## src/rtl/mutf8_pkg.sv

```systemverilog
// ----------------------------------------------------------------------------
// mutf8_pkg
// Shared types, constants and encode helpers for the UTF-8 to modified UTF-8
// encoder.
// ----------------------------------------------------------------------------
package mutf8_pkg;

  // Replacement character U+FFFD as three UTF-8 bytes
  localparam logic [7:0] FFFD_B0 = 8'hEF;
  localparam logic [7:0] FFFD_B1 = 8'hBF;
  localparam logic [7:0] FFFD_B2 = 8'hBD;

  localparam logic [20:0] SUPP_BASE = 21'h10000;
  localparam logic [15:0] HI_SURR   = 16'hD800;
  localparam logic [15:0] LO_SURR   = 16'hDC00;

  // Most bytes one code point can produce (surrogate pair)
  localparam int unsigned CODE_BYTES = 6;

  // Encoded code point: bytes in send order and byte count
  typedef struct packed {
    logic [CODE_BYTES-1:0][7:0] bytes;
    logic [2:0]                 len;
  } enc_t;

  // One item's output run: replacement chars first, then the code bytes
  typedef struct packed {
    logic [2:0]                 n_fffd;
    logic [2:0]                 code_len;
    logic [CODE_BYTES-1:0][7:0] code_bytes;
    logic                       last;
  } job_t;

  // Byte of U+FFFD at position pos
  function automatic logic [7:0] fffd_byte(input logic [1:0] pos);
    logic [7:0] b;
    unique case (pos)
      2'd0:    b = FFFD_B0;
      2'd1:    b = FFFD_B1;
      2'd2:    b = FFFD_B2;
      default: b = FFFD_B2;
    endcase
    return b;
  endfunction

  // Encode a 21-bit code point: NUL as C0 80, supplementary as two
  // 3-byte surrogates, everything else in shortest form
  function automatic enc_t encode_code(input logic [20:0] cp);
    enc_t        e;
    logic [20:0] v;
    logic [15:0] hi;
    logic [15:0] lo;
    e.bytes = '0;
    e.len   = '0;
    v  = cp - SUPP_BASE;
    hi = HI_SURR + {5'd0, v[20:10]};
    lo = LO_SURR + {6'd0, v[9:0]};
    if (cp == 21'd0) begin
      e.bytes[0] = 8'hC0;
      e.bytes[1] = 8'h80;
      e.len      = 3'd2;
    end else if (cp >= SUPP_BASE) begin
      e.bytes[0] = {4'hE, hi[15:12]};
      e.bytes[1] = {2'b10, hi[11:6]};
      e.bytes[2] = {2'b10, hi[5:0]};
      e.bytes[3] = {4'hE, lo[15:12]};
      e.bytes[4] = {2'b10, lo[11:6]};
      e.bytes[5] = {2'b10, lo[5:0]};
      e.len      = 3'd6;
    end else if (cp < 21'h80) begin
      e.bytes[0] = {1'b0, cp[6:0]};
      e.len      = 3'd1;
    end else if (cp < 21'h800) begin
      e.bytes[0] = {3'b110, cp[10:6]};
      e.bytes[1] = {2'b10, cp[5:0]};
      e.len      = 3'd2;
    end else begin
      e.bytes[0] = {4'hE, cp[15:12]};
      e.bytes[1] = {2'b10, cp[11:6]};
      e.bytes[2] = {2'b10, cp[5:0]};
      e.len      = 3'd3;
    end
    return e;
  endfunction

endpackage

```

## src/rtl/mutf8_decoder.sv

```systemverilog
// ----------------------------------------------------------------------------
// mutf8_decoder
// Holds the partial UTF-8 sequence and turns each input byte into a job:
// a count of replacement characters and an encoded code point.
// ----------------------------------------------------------------------------
module mutf8_decoder (
  input  logic               clk,
  input  logic               rst,
  input  logic [7:0]         in_byte,
  input  logic               in_last,
  input  logic               accept,
  output mutf8_pkg::job_t    job,
  output logic               job_nonempty
);
  import mutf8_pkg::*;

  logic [1:0]  held;
  logic [2:0]  exp_len;
  logic [20:0] partial;
  logic [1:0]  held_next;
  logic [2:0]  exp_len_next;
  logic [20:0] partial_next;

  logic        is_cont;
  logic [2:0]  held_inc;
  logic [20:0] partial_shift;
  logic [1:0]  pre;
  logic        stray;
  logic [1:0]  post;
  logic        has_code;
  logic [20:0] code_cp;
  enc_t        enc;

  assign is_cont       = (in_byte[7:6] == 2'b10);
  assign held_inc      = {1'b0, held} + 3'd1;
  assign partial_shift = {partial[14:0], in_byte[5:0]};

  // Work out the next sequence state and what this byte emits
  always_comb begin
    held_next    = held;
    exp_len_next = exp_len;
    partial_next = partial;
    pre          = 2'd0;
    stray        = 1'b0;
    post         = 2'd0;
    has_code     = 1'b0;
    code_cp      = '0;
    if (held != 2'd0 && is_cont) begin
      if (held_inc >= exp_len) begin
        has_code     = 1'b1;
        code_cp      = partial_shift;
        held_next    = 2'd0;
        exp_len_next = 3'd0;
        partial_next = '0;
      end else begin
        held_next    = held_inc[1:0];
        partial_next = partial_shift;
      end
    end else begin
      // Flush any broken sequence, then treat the byte as a lead
      pre          = held;
      held_next    = 2'd0;
      exp_len_next = 3'd0;
      partial_next = '0;
      priority if (in_byte[7] == 1'b0) begin
        has_code = 1'b1;
        code_cp  = {13'd0, in_byte};
      end else if (in_byte[7:5] == 3'b110) begin
        partial_next = {16'd0, in_byte[4:0]};
        held_next    = 2'd1;
        exp_len_next = 3'd2;
      end else if (in_byte[7:4] == 4'b1110) begin
        partial_next = {17'd0, in_byte[3:0]};
        held_next    = 2'd1;
        exp_len_next = 3'd3;
      end else if (in_byte[7:3] == 5'b11110) begin
        partial_next = {18'd0, in_byte[2:0]};
        held_next    = 2'd1;
        exp_len_next = 3'd4;
      end else begin
        stray = 1'b1;
      end
    end
    // End of string drops whatever is still held
    if (in_last) begin
      post         = held_next;
      held_next    = 2'd0;
      exp_len_next = 3'd0;
      partial_next = '0;
    end
  end

  // Build the job for the emitter
  always_comb begin
    enc            = encode_code(code_cp);
    job.n_fffd     = {1'b0, pre} + {2'b00, stray} + {1'b0, post};
    job.code_len   = has_code ? enc.len : 3'd0;
    job.code_bytes = enc.bytes;
    job.last       = in_last;
    job_nonempty   = (job.n_fffd != 3'd0) || has_code;
  end

  // Advance the sequence state on each accepted beat
  always_ff @(posedge clk) begin
    if (rst) begin
      held    <= 2'd0;
      exp_len <= 3'd0;
      partial <= '0;
    end else if (accept) begin
      held    <= held_next;
      exp_len <= exp_len_next;
      partial <= partial_next;
    end
  end

endmodule

```

## src/rtl/mutf8_emitter.sv

```systemverilog
// ----------------------------------------------------------------------------
// mutf8_emitter
// Holds one job and walks it out one byte per beat into the output register.
// ----------------------------------------------------------------------------
module mutf8_emitter (
  input  logic               clk,
  input  logic               rst,
  input  logic               job_push,
  input  mutf8_pkg::job_t    job_in,
  output logic               job_ready,
  output logic               out_valid,
  input  logic               out_ready,
  output logic [7:0]         out_byte,
  output logic               out_run_last,
  output logic               out_string_end
);
  import mutf8_pkg::*;

  job_t       job;
  logic       job_valid;
  logic [2:0] fffd_left;
  logic [1:0] fffd_pos;
  logic [2:0] code_pos;

  logic       load_ok;
  logic       advance;
  logic       is_final;
  logic [7:0] code_byte;
  logic [7:0] cur_byte;

  assign load_ok   = !out_valid || out_ready;
  assign advance   = job_valid && load_ok;
  assign job_ready = !job_valid || (load_ok && is_final);

  // Pick the current code byte
  always_comb begin
    unique case (code_pos)
      3'd0:    code_byte = job.code_bytes[0];
      3'd1:    code_byte = job.code_bytes[1];
      3'd2:    code_byte = job.code_bytes[2];
      3'd3:    code_byte = job.code_bytes[3];
      3'd4:    code_byte = job.code_bytes[4];
      3'd5:    code_byte = job.code_bytes[5];
      default: code_byte = 8'h00;
    endcase
  end

  // Replacement characters go out first, then the code bytes
  always_comb begin
    cur_byte = (fffd_left != 3'd0) ? fffd_byte(fffd_pos) : code_byte;
    is_final = ((fffd_left == 3'd1) && (fffd_pos == 2'd2) && (job.code_len == 3'd0)) ||
               ((fffd_left == 3'd0) && (code_pos == job.code_len - 3'd1));
  end

  // Load a new job or step through the current one
  always_ff @(posedge clk) begin
    if (rst) begin
      job_valid <= 1'b0;
    end else if (job_push) begin
      job_valid <= 1'b1;
    end else if (advance && is_final) begin
      job_valid <= 1'b0;
    end
  end

  always_ff @(posedge clk) begin
    if (job_push) begin
      job       <= job_in;
      fffd_left <= job_in.n_fffd;
      fffd_pos  <= 2'd0;
      code_pos  <= 3'd0;
    end else if (advance) begin
      if (fffd_left != 3'd0) begin
        if (fffd_pos == 2'd2) begin
          fffd_pos  <= 2'd0;
          fffd_left <= fffd_left - 3'd1;
        end else begin
          fffd_pos <= fffd_pos + 2'd1;
        end
      end else begin
        code_pos <= code_pos + 3'd1;
      end
    end
  end

  // Output register: fill on advance, drop once the beat is taken
  always_ff @(posedge clk) begin
    if (rst) begin
      out_valid <= 1'b0;
    end else if (advance) begin
      out_valid <= 1'b1;
    end else if (out_ready) begin
      out_valid <= 1'b0;
    end
  end

  always_ff @(posedge clk) begin
    if (advance) begin
      out_byte       <= cur_byte;
      out_run_last   <= is_final;
      out_string_end <= is_final && job.last;
    end
  end

endmodule

```

## src/rtl/utf8_to_modified_utf8_encoder_top.sv

```systemverilog
// ----------------------------------------------------------------------------
// utf8_to_modified_utf8_encoder_top
// Re-encodes a UTF-8 byte stream as Java modified UTF-8.
// ----------------------------------------------------------------------------
// Usage:
//   Input channel (in_valid/in_ready) carries one UTF-8 byte per beat, with
//   in_last on the final byte of a string. Output channel (out_valid/
//   out_ready) carries one modified UTF-8 byte per beat; out_run_last marks
//   the last byte caused by an input byte and out_string_end the final byte
//   of the string. An input byte may cause no output (held in a sequence).
//   An accepted input byte is decoded combinationally and loaded into the job
//   register; its first output byte then moves from the job register into the
//   output register once that register is free or being drained.
//   Throughput: one output byte per cycle while out_ready stays high. An input
//   byte whose run is one byte long goes at one per cycle; after a longer run
//   the next input is let in only as the run's last byte moves, set by the
//   single job register walking its run a byte at a time.
//   Reset clears the held sequence, the job register and the output register.
//   When the receiver stalls, the output byte holds, the job register stops
//   advancing and in_ready stays low until the run's last byte moves.
// ----------------------------------------------------------------------------
module utf8_to_modified_utf8_encoder_top (
  input  logic       clk,
  input  logic       rst,
  input  logic       in_valid,
  output logic       in_ready,
  input  logic [7:0] in_byte,
  input  logic       in_last,
  output logic       out_valid,
  input  logic       out_ready,
  output logic [7:0] out_byte,
  output logic       out_run_last,
  output logic       out_string_end
);
  import mutf8_pkg::*;

  job_t job;
  logic job_nonempty;
  logic job_ready;
  logic accept;

  assign in_ready = job_ready;
  assign accept   = in_valid && in_ready;

  // Sequence tracking and re-encoding
  mutf8_decoder u_decoder (
    .clk          (clk),
    .rst          (rst),
    .in_byte      (in_byte),
    .in_last      (in_last),
    .accept       (accept),
    .job          (job),
    .job_nonempty (job_nonempty)
  );

  // Byte serialization into the output register
  mutf8_emitter u_emitter (
    .clk            (clk),
    .rst            (rst),
    .job_push       (accept && job_nonempty),
    .job_in         (job),
    .job_ready      (job_ready),
    .out_valid      (out_valid),
    .out_ready      (out_ready),
    .out_byte       (out_byte),
    .out_run_last   (out_run_last),
    .out_string_end (out_string_end)
  );

endmodule
```

## config.mk

```make
export PLATFORM = sky130hd
export DESIGN_NAME = utf8_to_modified_utf8_encoder_top
export DESIGN_NICKNAME = d
export VERILOG_FILES = /design/src/rtl/mutf8_pkg.sv /design/src/rtl/mutf8_decoder.sv /design/src/rtl/mutf8_emitter.sv /design/src/rtl/utf8_to_modified_utf8_encoder_top.sv
export SDC_FILE = /design/constraint.sdc
export NUM_CORES = 1
export LEC_CHECK = 0
export ABC_CLOCK_PERIOD_IN_PS = 8300
export BUFFER_PORTS_ARGS = -buffer_cell sky130_fd_sc_hd__buf_2
export CORE_MARGIN = 1.5
export CORE_UTILIZATION = 68
export CTS_BUF_LIST = sky130_fd_sc_hd__clkbuf_8
export CTS_CLUSTER_DIAMETER = 120
export DETAILED_ROUTE_END_ITERATION = 6
export GPL_TIMING_DRIVEN = 0
export PLACE_DENSITY = 0.88
export SETUP_SLACK_MARGIN = 0.2
export SLEW_MARGIN = 20
export SYNTH_ARGS = -nofsm -noshare
export SYNTH_HDL_FRONTEND = slang
export SYNTH_SLANG_ARGS = --single-unit
```

## constraint.sdc

```tcl
create_clock -name clk -period 8.3 [get_ports clk]
set_input_delay 0 -clock clk [delete_from_list [all_inputs] [get_ports clk]]
set_output_delay 0 -clock clk [all_outputs]
set_load 0.01 [all_outputs]
```

==> results by group, run 1 <==
GRT
  • First-pass GRT wire length: 16.8 mm
  • Vias in the first global route: 3476
  • GRT Overall Usage: 34.4%
  • Initial antenna violation count: 0
  • Total gr overflow: 0
  • Largest net degree at the start of global routing: 47

Placed design
  • GPL Wtd Cong: 0.998
  • Final HPWL DP: 7.39 mm
  • IO buf count: 22

Pwr
  • Pwr Density: 191 nW/um2
  • Net Sw Power: 0.000235 W
  • Clock power share: 34.2%
  • Power Total: 0.000887 W
  • Seq pwr share: 51.0%
  • Internal: 0.000652 W
  • Peak VDD IR: 0.129 mV
  • Combinational power share: 14.9%
  • Leakage: 1.67 nW
  • Sw frac: 26.5%

Worst setup path
  • Slowest cell on crit path: buf_2
  • Type of element capturing the critical path: flop
  • Cell chain of the critical path: inv_1 > ha_1 > ha_1 > nand2_1 > o21ai_1 > o21ai_0 > nand2b_1 > nor2_1 > fa_1 > inv_1 > fa_1 > nand2_1 > o31a_1 > buf_2 > o21bai_1
  • Worst setup SP type: flop
  • Critical Path AT: 4.48 ns
  • Crit-path max cell delay: 0.78 ns
  • Critical path class: reg2reg
  • Worst Path Buf+Inv: 3
  • Cell family with most CP delay: adder cells
  • Crit path max fanout: 46
  • CP required: 8.33 ns

Timing
  • Period minus WS final: 4.45 ns
  • Fin Setup TNS: 0 ns
  • Clock skew: 0.00660 ns
  • RSZ-0062 raised after global routing: false
  • Worst slew pin tran: 1.01 ns
  • Fin. Hold Viols: 0
  • Final setup vio count: 0
  • Final Slew Violations: 0
  • Rel. slew slack: 32.6%
  • Final period utilization: 53.6%
  • F_max: 225 MHz

Floorplan
  • Full die area: 6610 um2
  • Core area: 5920 um2
  • Die width: 81.3 um
  • Site Rows: 28
  • Initial Util: 70.4%
  • IO Pins: 25
  • Die H: 81.3 um

Layout
  • End-of-flow core utilization: 78.6%
  • Area grow syn2layout: 11.5%
  • Antenna fix cells: 0
  • Most frequent cells in the layout: 50 x edfxtp_1, 46 x nand2_1, 36 x a21oi_1, 35 x nor2_1
  • Layout cells sized above 1: 12.3%
  • Final nets: 497
  • Most common cell after layout, fill and taps aside: edfxtp_1

Job
  • Total of max-cap violations: 0

Clock tree
  • Post-CTS Setup Bufs: 0
  • Clock sink total: 77
  • Clock Tree Buf Depth: 2
  • Worst skew pair latency: 0.35 ns
  • Post-cts resize count: 0
  • Hold buffers post-CTS: 7
  • Number of H-tree levels: 3
  • CTS buffer count: 9
  • CTS tree: yes
  • Root Buffer: clkbuf_8
  • Clock transition at path regs: 0.08 ns

Detailed routing
  • DRC Markers: 0
  • Final WL: 10.4 mm
  • Vias per cell: 6.51
  • Number of DRC markers in iteration 0: 337
  • Drt first pass iters: 5
  • Final ANT Viol Nets: 0
  • Mean routed wirelength per cell: 19.1 um
  • Via count: 3555

Yosys
  • Post-Syn Area: 4170 um2
  • Number of distinct library cells after synthesis: 58
  • Yosys top cell by area: edfxtp_1
  • Synth top area cells: edfxtp_1 36%, dfxtp_1 13%, ha_1 4.8%
  • #FFs+latches synth: 77
  • Post-synth EDFFs: 50
  • Post-Syn Instances: 426
  • Share of Yosys cell area claimed by the top area cell type: 36.0%
  • Post-Syn Nets: 457
  • Yosys warning total: 0
  • Mean Syn Cell Area: 9.79 um2
  • Ys async rst share: 0%
  • Prevailing post-synth register cell: edfxtp_1
  • Post-synthesis sequential area ratio: 49.0%

Hold path
  • Worst hold path type: in2reg

Outcome
  • Outcome: completed
-- through the flow --
| step | hold slack, ns | instances | setup WS (ns) | cell area, um2 |
|---|---|---|---|---|
| 3_3_place_gp | 0.273 | 523 | 4.01 | 4370 |
| 2_1_floorplan | 0.0989 | 426 | 4.49 | 4170 |
| 3_5_place_dp | 0.285 | 523 | 3.89 | 4370 |
| 6_report | 0.0462 | 546 | 3.85 | 4650 |
| 5_1_grt | 0.0338 | 546 | 3.59 | 4650 |
| 4_1_cts | 0.0169 | 546 | 3.88 | 4650 |
-- layer usage --
layer  GRT usage, %  wire length (um)
met3           5.84               893
met4           19.3               373
met5              0                 0
met1           42.5              4160
met2           56.8              4980
-- cells by family after synthesis --
kind of cell	after synthesis	synth area share (%)
AO/OA/AOI/OAI	96	15.0
adder cells (fa/ha/maj)	18	5.76
flip-flops	77	49.0
AND/OR/NAND/NOR	179	22.4
multiplexers	11	2.88
XOR/XNOR	7	1.47
buffers and inverters	38	3.57
-- final cells by class --
cell class              count  area (um2)
flip-flops and latches     77        2040
multi-input cells         311        1980
fillers                   381        1270
repair buffers             29         180
clock buffers               9         124
well taps                  75        93.8
plain buffers              21        85.1
clock inverters             7        82.6
inverters                  17        63.8
-- synth_stat cells, drive strengths merged (4+ instances only) --
| cell type | instances |
|---|---|
| edfxtp | 50 |
| nand2 | 46 |
| a21oi | 36 |
| nor2 | 35 |
| dfxtp | 27 |
| nand3 | 18 |
| inv | 17 |
| nor3 | 17 |
| and2 | 16 |
| ha | 16 |
| o21ai | 16 |
| clkbuf | 14 |
| mux2 | 8 |
| nand2b | 8 |
| nand4 | 8 |
| buf | 7 |
| xnor2 | 7 |
| a211oi | 6 |
| a31oi | 6 |
| nor2b | 6 |
| nor4 | 5 |
| or3 | 5 |
| and3 | 4 |
| or4 | 4 |
-- final timing paths --
path	startpoint	end	slack (ns)	cells past startpoint
min reg2reg	u_decoder.exp_len[1]$_SDFFE_PP0P_	u_decoder.exp_len[1]$_SDFFE_PP0P_	0.48	2
max reg2reg	u_decoder.held[0]$_SDFFE_PP0P_	u_emitter.fffd_left[2]$_DFFE_PP_	3.85	15
min	in_byte[4]	u_decoder.exp_len[2]$_SDFFE_PP0P_	0.05	3
max	u_decoder.held[0]$_SDFFE_PP0P_	u_emitter.fffd_left[2]$_DFFE_PP_	3.85	15
-- power by group through the flow --
stage / sequential (W) / combinational [W] / clock (W)
2_1_floorplan: 0.000458 / 0.0000875 / 0
3_3_place_gp: 0.000459 / 0.000119 / 0
3_5_place_dp: 0.000461 / 0.000125 / 0
4_1_cts: 0.000452 / 0.000130 / 0.000304
5_1_grt: 0.000455 / 0.000145 / 0.000314
6_report: 0.000452 / 0.000132 / 0.000303
-- tightest hold or removal path, stage by stage --
cell	delay, ns
buf_2	0.17
nand4_1	0.11
a21oi_1	0.06
-- registers in the layout (all words and copies together), names as in the netlist --
name / count
u_decoder.exp_len: 3
u_emitter.out_string_end: 1
u_emitter.out_byte: 8
u_emitter.out_valid: 1
u_emitter.job: 37
u_emitter.fffd_left: 3
u_decoder.held: 2
u_emitter.code_pos: 3
u_emitter.fffd_pos: 2
u_decoder.partial: 15
u_emitter.job_valid: 1
u_emitter.out_run_last: 1
(Power assumes the default switching activity.)
==> inputs of run 2 (changes only) <==
ABC_AREA = 1   (was not set)
ABC_CLOCK_PERIOD_IN_PS = 3700   (was 8300)
CORE_UTILIZATION = 57   (was 68)
PLACE_DENSITY = 0.78   (was 0.88)
clock period = 3.7 ns   (was 8.3 ns; I/O delays follow)
==> run 2 against run 1 <==
  * Routed wire length fell by 0.88%
  * Sequential share of layout area fell by 3.0 points
  * Register-to-register slack got worse by 3.5 ns
  * Total power rose to 2.7 times the previous value
  * Design area rose by 7.6%
  * Largest power group unchanged
  * Clock-buffer cell count did not move
  * Utilization fell by 10 points
  * Maximum frequency rose by 33%
  * Highest routed layer unchanged
==> results by group, run 2 <==
Floorplan
  • Initial Util: 59.7% (-11 points)
  • Die width: 90.6 um (+11%)
  • Site Rows: 31 (+11%)
  • IO Pins: 25 (unchanged)
  • Core area: 7330 um2 (+24%)
  • Die H: 90.6 um (+11%)
  • Full die area: 8210 um2 (+24%)

Worst setup path
  • Critical Path AT: 3.45 ns (-1.03 ns)
  • Type of element capturing the critical path: flop
  • R2R setup slack: 0.36 ns (-3.49 ns)
  • Worst r2r dst: u_emitter.job[49]$_SDFFCE_PP0P_
  • CP required: 3.81 ns (-4.52 ns)
  • Crit path max fanout: 16 (-65%)
  • Cell chain of the critical path: inv_2 > ha_4 > ha_4 > nand2_1 > inv_1 > nand2_1 > nand2_4 > buf_6 > o21ai_2 > o21ai_2 > nor2_2 > fa_2 > inv_2 > fa_1 > nand4_1 > nand2_2 > buf_8 > clkinvlp_4 > buf_12
  • Worst setup SP type: flop
  • Slowest cell on crit path: fa_1
  • Critical path class: reg2reg
  • Crit-path max cell delay: 0.51 ns (-0.27 ns)
  • Worst R2R Start: u_decoder.held[0]$_SDFFE_PP0P_
  • Reg2Reg Depth: 19 (+4)

Pwr
  • Sw frac: 29.8% (+3.4 points)
  • Leakage: 2.24 nW (+34%)
  • Seq pwr share: 45.8% (-5.2 points)
  • Net Sw Power: 0.000708 W (+200%)
  • Combinational power share: 21.7% (+6.8 points)
  • Pwr Density: 474 nW/um2 (+150%)
  • Internal: 0.00166 W (+160%)
  • Clock power share: 32.4% (-1.8 points)
  • Peak VDD IR: 0.253 mV (+96%)

Outcome
  • Outcome: completed

Yosys
  • Top-count cell post-synth: nand2_1
  • Post-synth EDFFs: 50 (unchanged)
  • Commonest cells post-synth: 104 x nand2_1, 71 x inv_1, 66 x nor2_1
  • Ys async rst share: 0% (unchanged)
  • Mean Syn Cell Area: 8.26 um2 (-16%)
  • Post-synthesis sequential area ratio: 46.7% (-2.3 points)
  • Post-Syn Instances: 530 (+24%)
  • #FFs+latches synth: 77 (unchanged)
  • Yosys top cell by area: edfxtp_1
  • Prevailing post-synth register cell: edfxtp_1
  • Number of distinct library cells after synthesis: 46 (-21%)
  • Post-Syn Area: 4380 um2 (+5.0%)
  • Yosys warning total: 0 (unchanged)
  • Post-Syn Nets: 561 (+23%)
  • Synth top area cells: edfxtp_1 34%, dfxtp_1 12%, nand2_1 8.9%
  • Share of Yosys cell area claimed by the top area cell type: 34.3% (-1.7 points)

Detailed routing
  • Drt first pass iters: 5 (unchanged)
  • Met1 wire length: 4.44 mm (+6.9%)
  • Metal3 WL: 613 um (-31%)
  • Vias per cell: 5.51 (-15%)
  • Number of DRC markers in iteration 0: 320 (-5.0%)
  • DRC Markers: 0 (unchanged)
  • Via count: 3721 (+4.7%)
  • Final WL: 10.3 mm (-0.88%)
  • Final ANT Viol Nets: 0 (unchanged)
  • Top layer in use: met4
  • Mean routed wirelength per cell: 15.3 um (-20%)
  • Routed wl met2: 5.03 mm (+0.86%)

GRT
  • Vias in the first global route: 3487 (+0.32%)
  • Initial antenna violation count: 0 (unchanged)
  • First-pass GRT wire length: 17.0 mm (+0.69%)
  • Total gr overflow: 0 (unchanged)
  • GRT Overall Usage: 26.4% (-8.0 points)
  • Largest net degree at the start of global routing: 20 (-57%)

Job
  • Total of max-cap violations: 0 (unchanged)

Layout
  • Most frequent cells in the layout: 103 x nand2_1, 68 x inv_1, 65 x nor2_1, 50 x edfxtp_1, 36 x nand3_1
  • Most common cell after layout, fill and taps aside: nand2_1
  • Largest registers: u_emitter.job (37), u_decoder.partial (15), u_emitter.out_byte (8)
  • Area grow syn2layout: 14.3%
  • Layout cells sized above 1: 17.9% (+5.6 points)
  • Max reg flops: 37 (unchanged)
  • Antenna fix cells: 0 (unchanged)
  • End-of-flow core utilization: 68.2% (-10 points)
  • Final Cell Area: 5000 um2 (+7.6%)
  • Final nets: 602 (+21%)
  • Top reg by flops: u_emitter.job

Timing
  • Fin. Hold Viols: 0 (unchanged)
  • Period minus WS final: 3.34 ns (-1.11 ns)
  • RSZ-0062 raised after global routing: false
  • Rel. slew slack: 64.6% (+32 points)
  • Clock skew: 0.0112 ns (+0.00464 ns)
  • Final setup vio count: 0 (unchanged)
  • F_max: 299 MHz (+33%)
  • Final Slew Violations: 0 (unchanged)
  • Final period utilization: 90.3% (+37 points)
  • Worst slew pin tran: 0.530 ns (-0.482 ns)

Placed design
  • Placed inst area: 4660 um2 (+6.5%)
  • IO buf count: 23 (+4.5%)
  • GPL Wtd Cong: 0.957 (-4.1%)
  • Final HPWL DP: 7.65 mm (+3.4%)

Hold path
  • Worst hold stages: 2 (-1)
  • Worst hold path type: in2reg
  • Min-Delay Startpoint: rst
  • Hold Crit Endpoint: u_decoder.exp_len[2]$_SDFFE_PP0P_

Clock tree
  • Clock Tree Buf Depth: 2 (unchanged)
  • Worst skew pair latency: 0.35 ns (about the same)
  • Clock transition at path regs: 0.08 ns (about the same)
  • Root Buffer: clkbuf_8
  • Number of H-tree levels: 3 (unchanged)
  • CTS tree: yes
  • Clock sink total: 77 (unchanged)
  • CTS buffer count: 9 (unchanged)
[run 2: critical path, delay by kind of cell (launching register included)]
kind	cells	cell delay, ns
buffers and inverters	7	0.71
AOI/OAI and AO/OA	2	0.21
and+or+nand+nor	6	0.60
DFF	1	0.39
adders and majority gates	4	1.19
[run 2: timing repair]
action / 4_1_cts / 5_1_grt
cloned: 1 / 0
pin swaps: 0 / 2
endpoints found under the setup margin: 37 / 41
gates resized for setup: 1 / 6
hold buffers: 2 / 0
endpoints found under the hold margin: 2 / 0
buffers inserted: 3 / 1
[run 2: power by group through the flow]
stage,Combinational [W],Sequential [W],Clock (W)
floorplan,0.000345,0.00110,0
global placement,0.000461,0.00110,0
detailed placement,0.000477,0.00111,0
CTS,0.000503,0.00109,0.000774
global route,0.000573,0.00110,0.000816
finish,0.000515,0.00109,0.000770
[run 2: cells by family after synthesis]
logic type	share of synthesized area, %
multiplexers	0.257
AO/OA/AOI/OAI	11.4
adder cells (fa/ha/maj)	5.49
buffers and inverters	9.46
flip-flops	46.7
XOR/XNOR	0.800
AND/OR/NAND/NOR	25.9
[run 2: worst max-delay path by stage]
stage | startpoint | to | slack [ns] | depth (start not counted)
global route | u_decoder.held[0]$_SDFFE_PP0P_ | u_emitter.job[45]$_SDFFCE_PP0P_ | 0.21 | 19
CTS | u_decoder.held[0]$_SDFFE_PP0P_ | u_emitter.job[21]$_SDFFCE_PP0P_ | 0.23 | 19
floorplan | u_decoder.held[0]$_SDFFE_PP0P_ | u_emitter.job[0]$_DFFE_PP_ | 0.20 | 18
global placement | u_decoder.held[0]$_SDFFE_PP0P_ | u_emitter.job[9]$_SDFFCE_PP0P_ | -0.24 | 18
finish | u_decoder.held[0]$_SDFFE_PP0P_ | u_emitter.job[49]$_SDFFCE_PP0P_ | 0.36 | 19
detailed placement | u_decoder.held[0]$_SDFFE_PP0P_ | u_emitter.job[13]$_SDFFCE_PP0P_ | -0.35 | 18
[run 2: layer usage]
layer | GRT usage (%) | vias to the layer above
li1 | - | 1841
met3 | 3.62 | 25
met1 | 34.8 | 1702
met2 | 43.2 | 153
met5 | 0 | -
met4 | 11.8 | 0
[run 2: cell type report]
type | count | area, um2
flip-flops and latches | 77 | 2050
plain buffers | 16 | 120
multi-input cells | 358 | 1970
inverters | 79 | 308
repair buffers | 29 | 190
fillers | 586 | 2330
clock buffers | 9 | 124
well taps | 99 | 124
repair inverters | 1 | 7.51
clock inverters | 7 | 116
[run 2: stage by stage]
stage	hold WS [ns]	total power [W]	setup TNS [ns]	worst slack (ns)	cells
CTS	0.0175	0.00236	0	0.228	674
global placement	0.268	0.00156	-8.67	-0.236	652
detailed placement	0.265	0.00158	-12.98	-0.353	652
floorplan	0.0989	0.00144	0	0.201	530
global route	0.0289	0.00249	0	0.211	675
finish	0.0209	0.00237	0	0.359	675
==> inputs of run 3 (changes only) <==
BUFFER_PORTS_ARGS = -buffer_cell sky130_fd_sc_hd__clkbuf_2   (was -buffer_cell sky130_fd_sc_hd__buf_2)
==> run 3 against run 2 <==
  * Die area is the same
  * Clock-buffer cell count is the same
  * Register-to-register slack is essentially flat
  * Sequential share of layout area shrank 0.072 points
  * Maximum frequency grew 0.32%
  * Sequential power is essentially flat
  * Clock power shrank 1%
  * Non-clock buffer count grew 3
  * Highest routed layer unchanged
  * Critical path type unchanged
  * Setup slack gained 0.011 ns
  * Critical endpoint is now u_emitter.job[7]$_SDFFCE_PP1P_
  * Routed wire length shrank 0.82%
  * Via count grew 0.64%
==> results by group, run 3 (synthesis results as in run 2) <==
Worst setup path
  • Worst r2r dst: u_emitter.job[7]$_SDFFCE_PP1P_
  • Type of element capturing the critical path: flop
  • CP required: 3.80 ns (about the same)
  • Worst setup SP type: flop
  • Reg2Reg Depth: 19 (unchanged)
  • Critical path class: reg2reg
  • R2R setup slack: 0.37 ns (about the same)
  • Worst R2R Start: u_decoder.held[0]$_SDFFE_PP0P_
  • Critical Path AT: 3.43 ns (-0.02 ns)
  • Crit path max fanout: 10 (-6)

Detailed routing
  • Drt first pass iters: 5 (unchanged)
  • Met1 wire length: 4.39 mm (-1.1%)
  • DRC Markers: 0 (unchanged)
  • Mean routed wirelength per cell: 15.1 um (-1.3%)
  • Final WL: 10.2 mm (-0.82%)
  • Metal3 WL: 684 um (+12%)
  • Final ANT Viol Nets: 0 (unchanged)
  • Vias per cell: 5.52 (+0.20%)
  • Top layer in use: met4
  • Routed wl met2: 4.89 mm (-2.6%)
  • Number of DRC markers in iteration 0: 282 (-12%)
  • Via count: 3745 (+0.64%)

Placed design
  • Final HPWL DP: 7.53 mm (-1.6%)
  • Placed inst area: 4660 um2 (unchanged)
  • Pre-CTS setup slack: -0.346 ns (+0.00626 ns)
  • IO buf count: 23 (unchanged)
  • GPL Wtd Cong: 0.955 (-0.18%)

Clock tree
  • Root Buffer: clkbuf_8
  • Clock Tree Buf Depth: 2 (unchanged)
  • CTS buffer count: 9 (unchanged)
  • Worst skew pair latency: 0.34 ns (about the same)
  • Clock transition at path regs: 0.08 ns (about the same)
  • CTS tree: yes
  • Clock sink total: 77 (unchanged)
  • Number of H-tree levels: 3 (unchanged)

Pwr
  • Pwr Density: 471 nW/um2 (-0.62%)
  • Power Total: 0.00236 W (-0.44%)
  • Peak VDD IR: 0.194 mV (-23%)
  • Leakage: 2.26 nW (+0.71%)

Layout
  • Largest registers: u_emitter.job (37), u_decoder.partial (15), u_emitter.out_byte (8)
  • Most frequent cells in the layout: 103 x nand2_1, 68 x inv_1, 65 x nor2_1, 50 x edfxtp_1, 36 x nand3_1
  • Layout cells sized above 1: 18.1% (+0.25 points)
  • Top reg by flops: u_emitter.job
  • Max reg flops: 37 (unchanged)
  • Final nets: 605 (+0.50%)
  • End-of-flow core utilization: 68.4% (+0.12 points)
  • Area grow syn2layout: 14.5%
  • Final Cell Area: 5010 um2 (+0.18%)
  • Antenna fix cells: 0 (unchanged)
  • Most common cell after layout, fill and taps aside: nand2_1

GRT
  • Initial antenna violation count: 0 (unchanged)
  • Total gr overflow: 0 (unchanged)
  • Largest net degree at the start of global routing: 20 (unchanged)
  • First-pass GRT wire length: 16.8 mm (-1.0%)
  • GRT Overall Usage: 25.8% (-0.59 points)
  • Vias in the first global route: 3509 (+0.63%)

Timing
  • Rel. slew slack: 66.0% (+1.4 points)
  • F_max: 300 MHz (+0.32%)
  • Fin. Hold Viols: 0 (unchanged)
  • Clock skew: 0.0119 ns (+0.000617 ns)
  • Final period utilization: 90.0% (-0.29 points)
  • Final Slew Violations: 0 (unchanged)
  • Final setup vio count: 0 (unchanged)
  • Worst slew pin tran: 0.509 ns (-0.0209 ns)
  • RSZ-0062 raised after global routing: false
  • Period minus WS final: 3.33 ns (-0.0108 ns)
  • Setup WS post-layout: 0.369 ns (+0.0108 ns)
  • Fin Setup TNS: 0 ns (unchanged)

Floorplan
  • Site Rows: 31 (unchanged)
  • Die width: 90.6 um (unchanged)
  • Full die area: 8210 um2 (unchanged)
  • Initial Util: 59.7% (unchanged)
  • IO Pins: 25 (unchanged)
  • Core area: 7330 um2 (unchanged)
  • Die H: 90.6 um (unchanged)

Job
  • Total of max-cap violations: 0 (unchanged)

Hold path
  • Worst hold path type: in2reg
  • Hold Crit Endpoint: u_decoder.exp_len[2]$_SDFFE_PP0P_
  • Min-Delay Startpoint: rst
  • Worst hold stages: 2 (unchanged)

Outcome
  • Outcome: completed
run 3: cell types whose count changed in the layout (fill, tap and decap cells not counted), sizes merged:
cell and delta:
clkbuf +23, buf -20
run 3: where the power goes:
group	switching, W	internal [W]	total (W)
sequential	0.0000484	0.00104	0.00109
combinational	0.000336	0.000180	0.000515
clock	0.000314	0.000446	0.000760
total	0.000698	0.00166	0.00236
run 3: how the worst max path moves through the flow:
stage                                               from                               to  cells after the start
final                     u_decoder.held[0]$_SDFFE_PP0P_   u_emitter.job[7]$_SDFFCE_PP1P_                     19
after floorplan           u_decoder.held[0]$_SDFFE_PP0P_       u_emitter.job[0]$_DFFE_PP_                     18
after CTS                 u_decoder.held[0]$_SDFFE_PP0P_  u_emitter.job[19]$_SDFFCE_PP0P_                     19
after global routing      u_decoder.held[0]$_SDFFE_PP0P_       u_emitter.job[0]$_DFFE_PP_                     16
after detailed placement  u_decoder.held[0]$_SDFFE_PP0P_  u_emitter.job[10]$_SDFFCE_PP0P_                     18
after global placement    u_decoder.held[0]$_SDFFE_PP0P_  u_emitter.job[13]$_SDFFCE_PP0P_                     18
run 3: worst max-delay path, stage by stage, from the launching register on:
cell and delay, ns:
dfxtp_4 0.39, inv_2 0.06, ha_4 0.28, ha_4 0.19, nand2_1 0.06, inv_1 0.03, nand2_1 0.09, nand2_4 0.10
buf_6 0.16, o21ai_2 0.12, o21ai_2 0.08, nor2_2 0.13, fa_2 0.21, inv_2 0.03, fa_1 0.50, nand4_1 0.12
nand2_2 0.13, buf_8 0.15, clkinvlp_4 0.09, buf_4 0.18
run 3: repair_timing:
action / 4_1_cts / 5_1_grt
hold endpoints to repair: 2 / 0
buffers inserted: 3 / 4
pin swaps: 0 / 3
endpoints found under the setup margin: 37 / 41
gates cloned: 1 / 0
hold buffers: 2 / 0
resized for setup: 1 / 6
run 3: metrics by stage:
step                      instances  hold slack (ns)
after floorplan                 530           0.0989
after global placement          652            0.278
after detailed placement        652            0.275
after CTS                       674           0.0337
after global routing            678           0.0627
final                           678           0.0313
run 3: layout make-up:
| class | instances | area, um2 |
|---|---|---|
| timing repair inverter | 1 | 7.51 |
| tap | 99 | 124 |
| timing repair buffer | 32 | 200 |
| sequential | 77 | 2050 |
| clock buffer | 9 | 124 |
| clock inverter | 7 | 115 |
| inverter | 79 | 308 |
| buffer | 16 | 120 |
| multi-input combinational | 358 | 1970 |
| fill | 586 | 2320 |
run 3: metal layers:
| layer | track usage [%] | vias up |
|---|---|---|
| li1 | - | 1849 |
| met1 | 33.8 | 1713 |
| met2 | 43.1 | 157 |
| met3 | 3.45 | 26 |
| met4 | 10.3 | 0 |
| met5 | 0 | - |
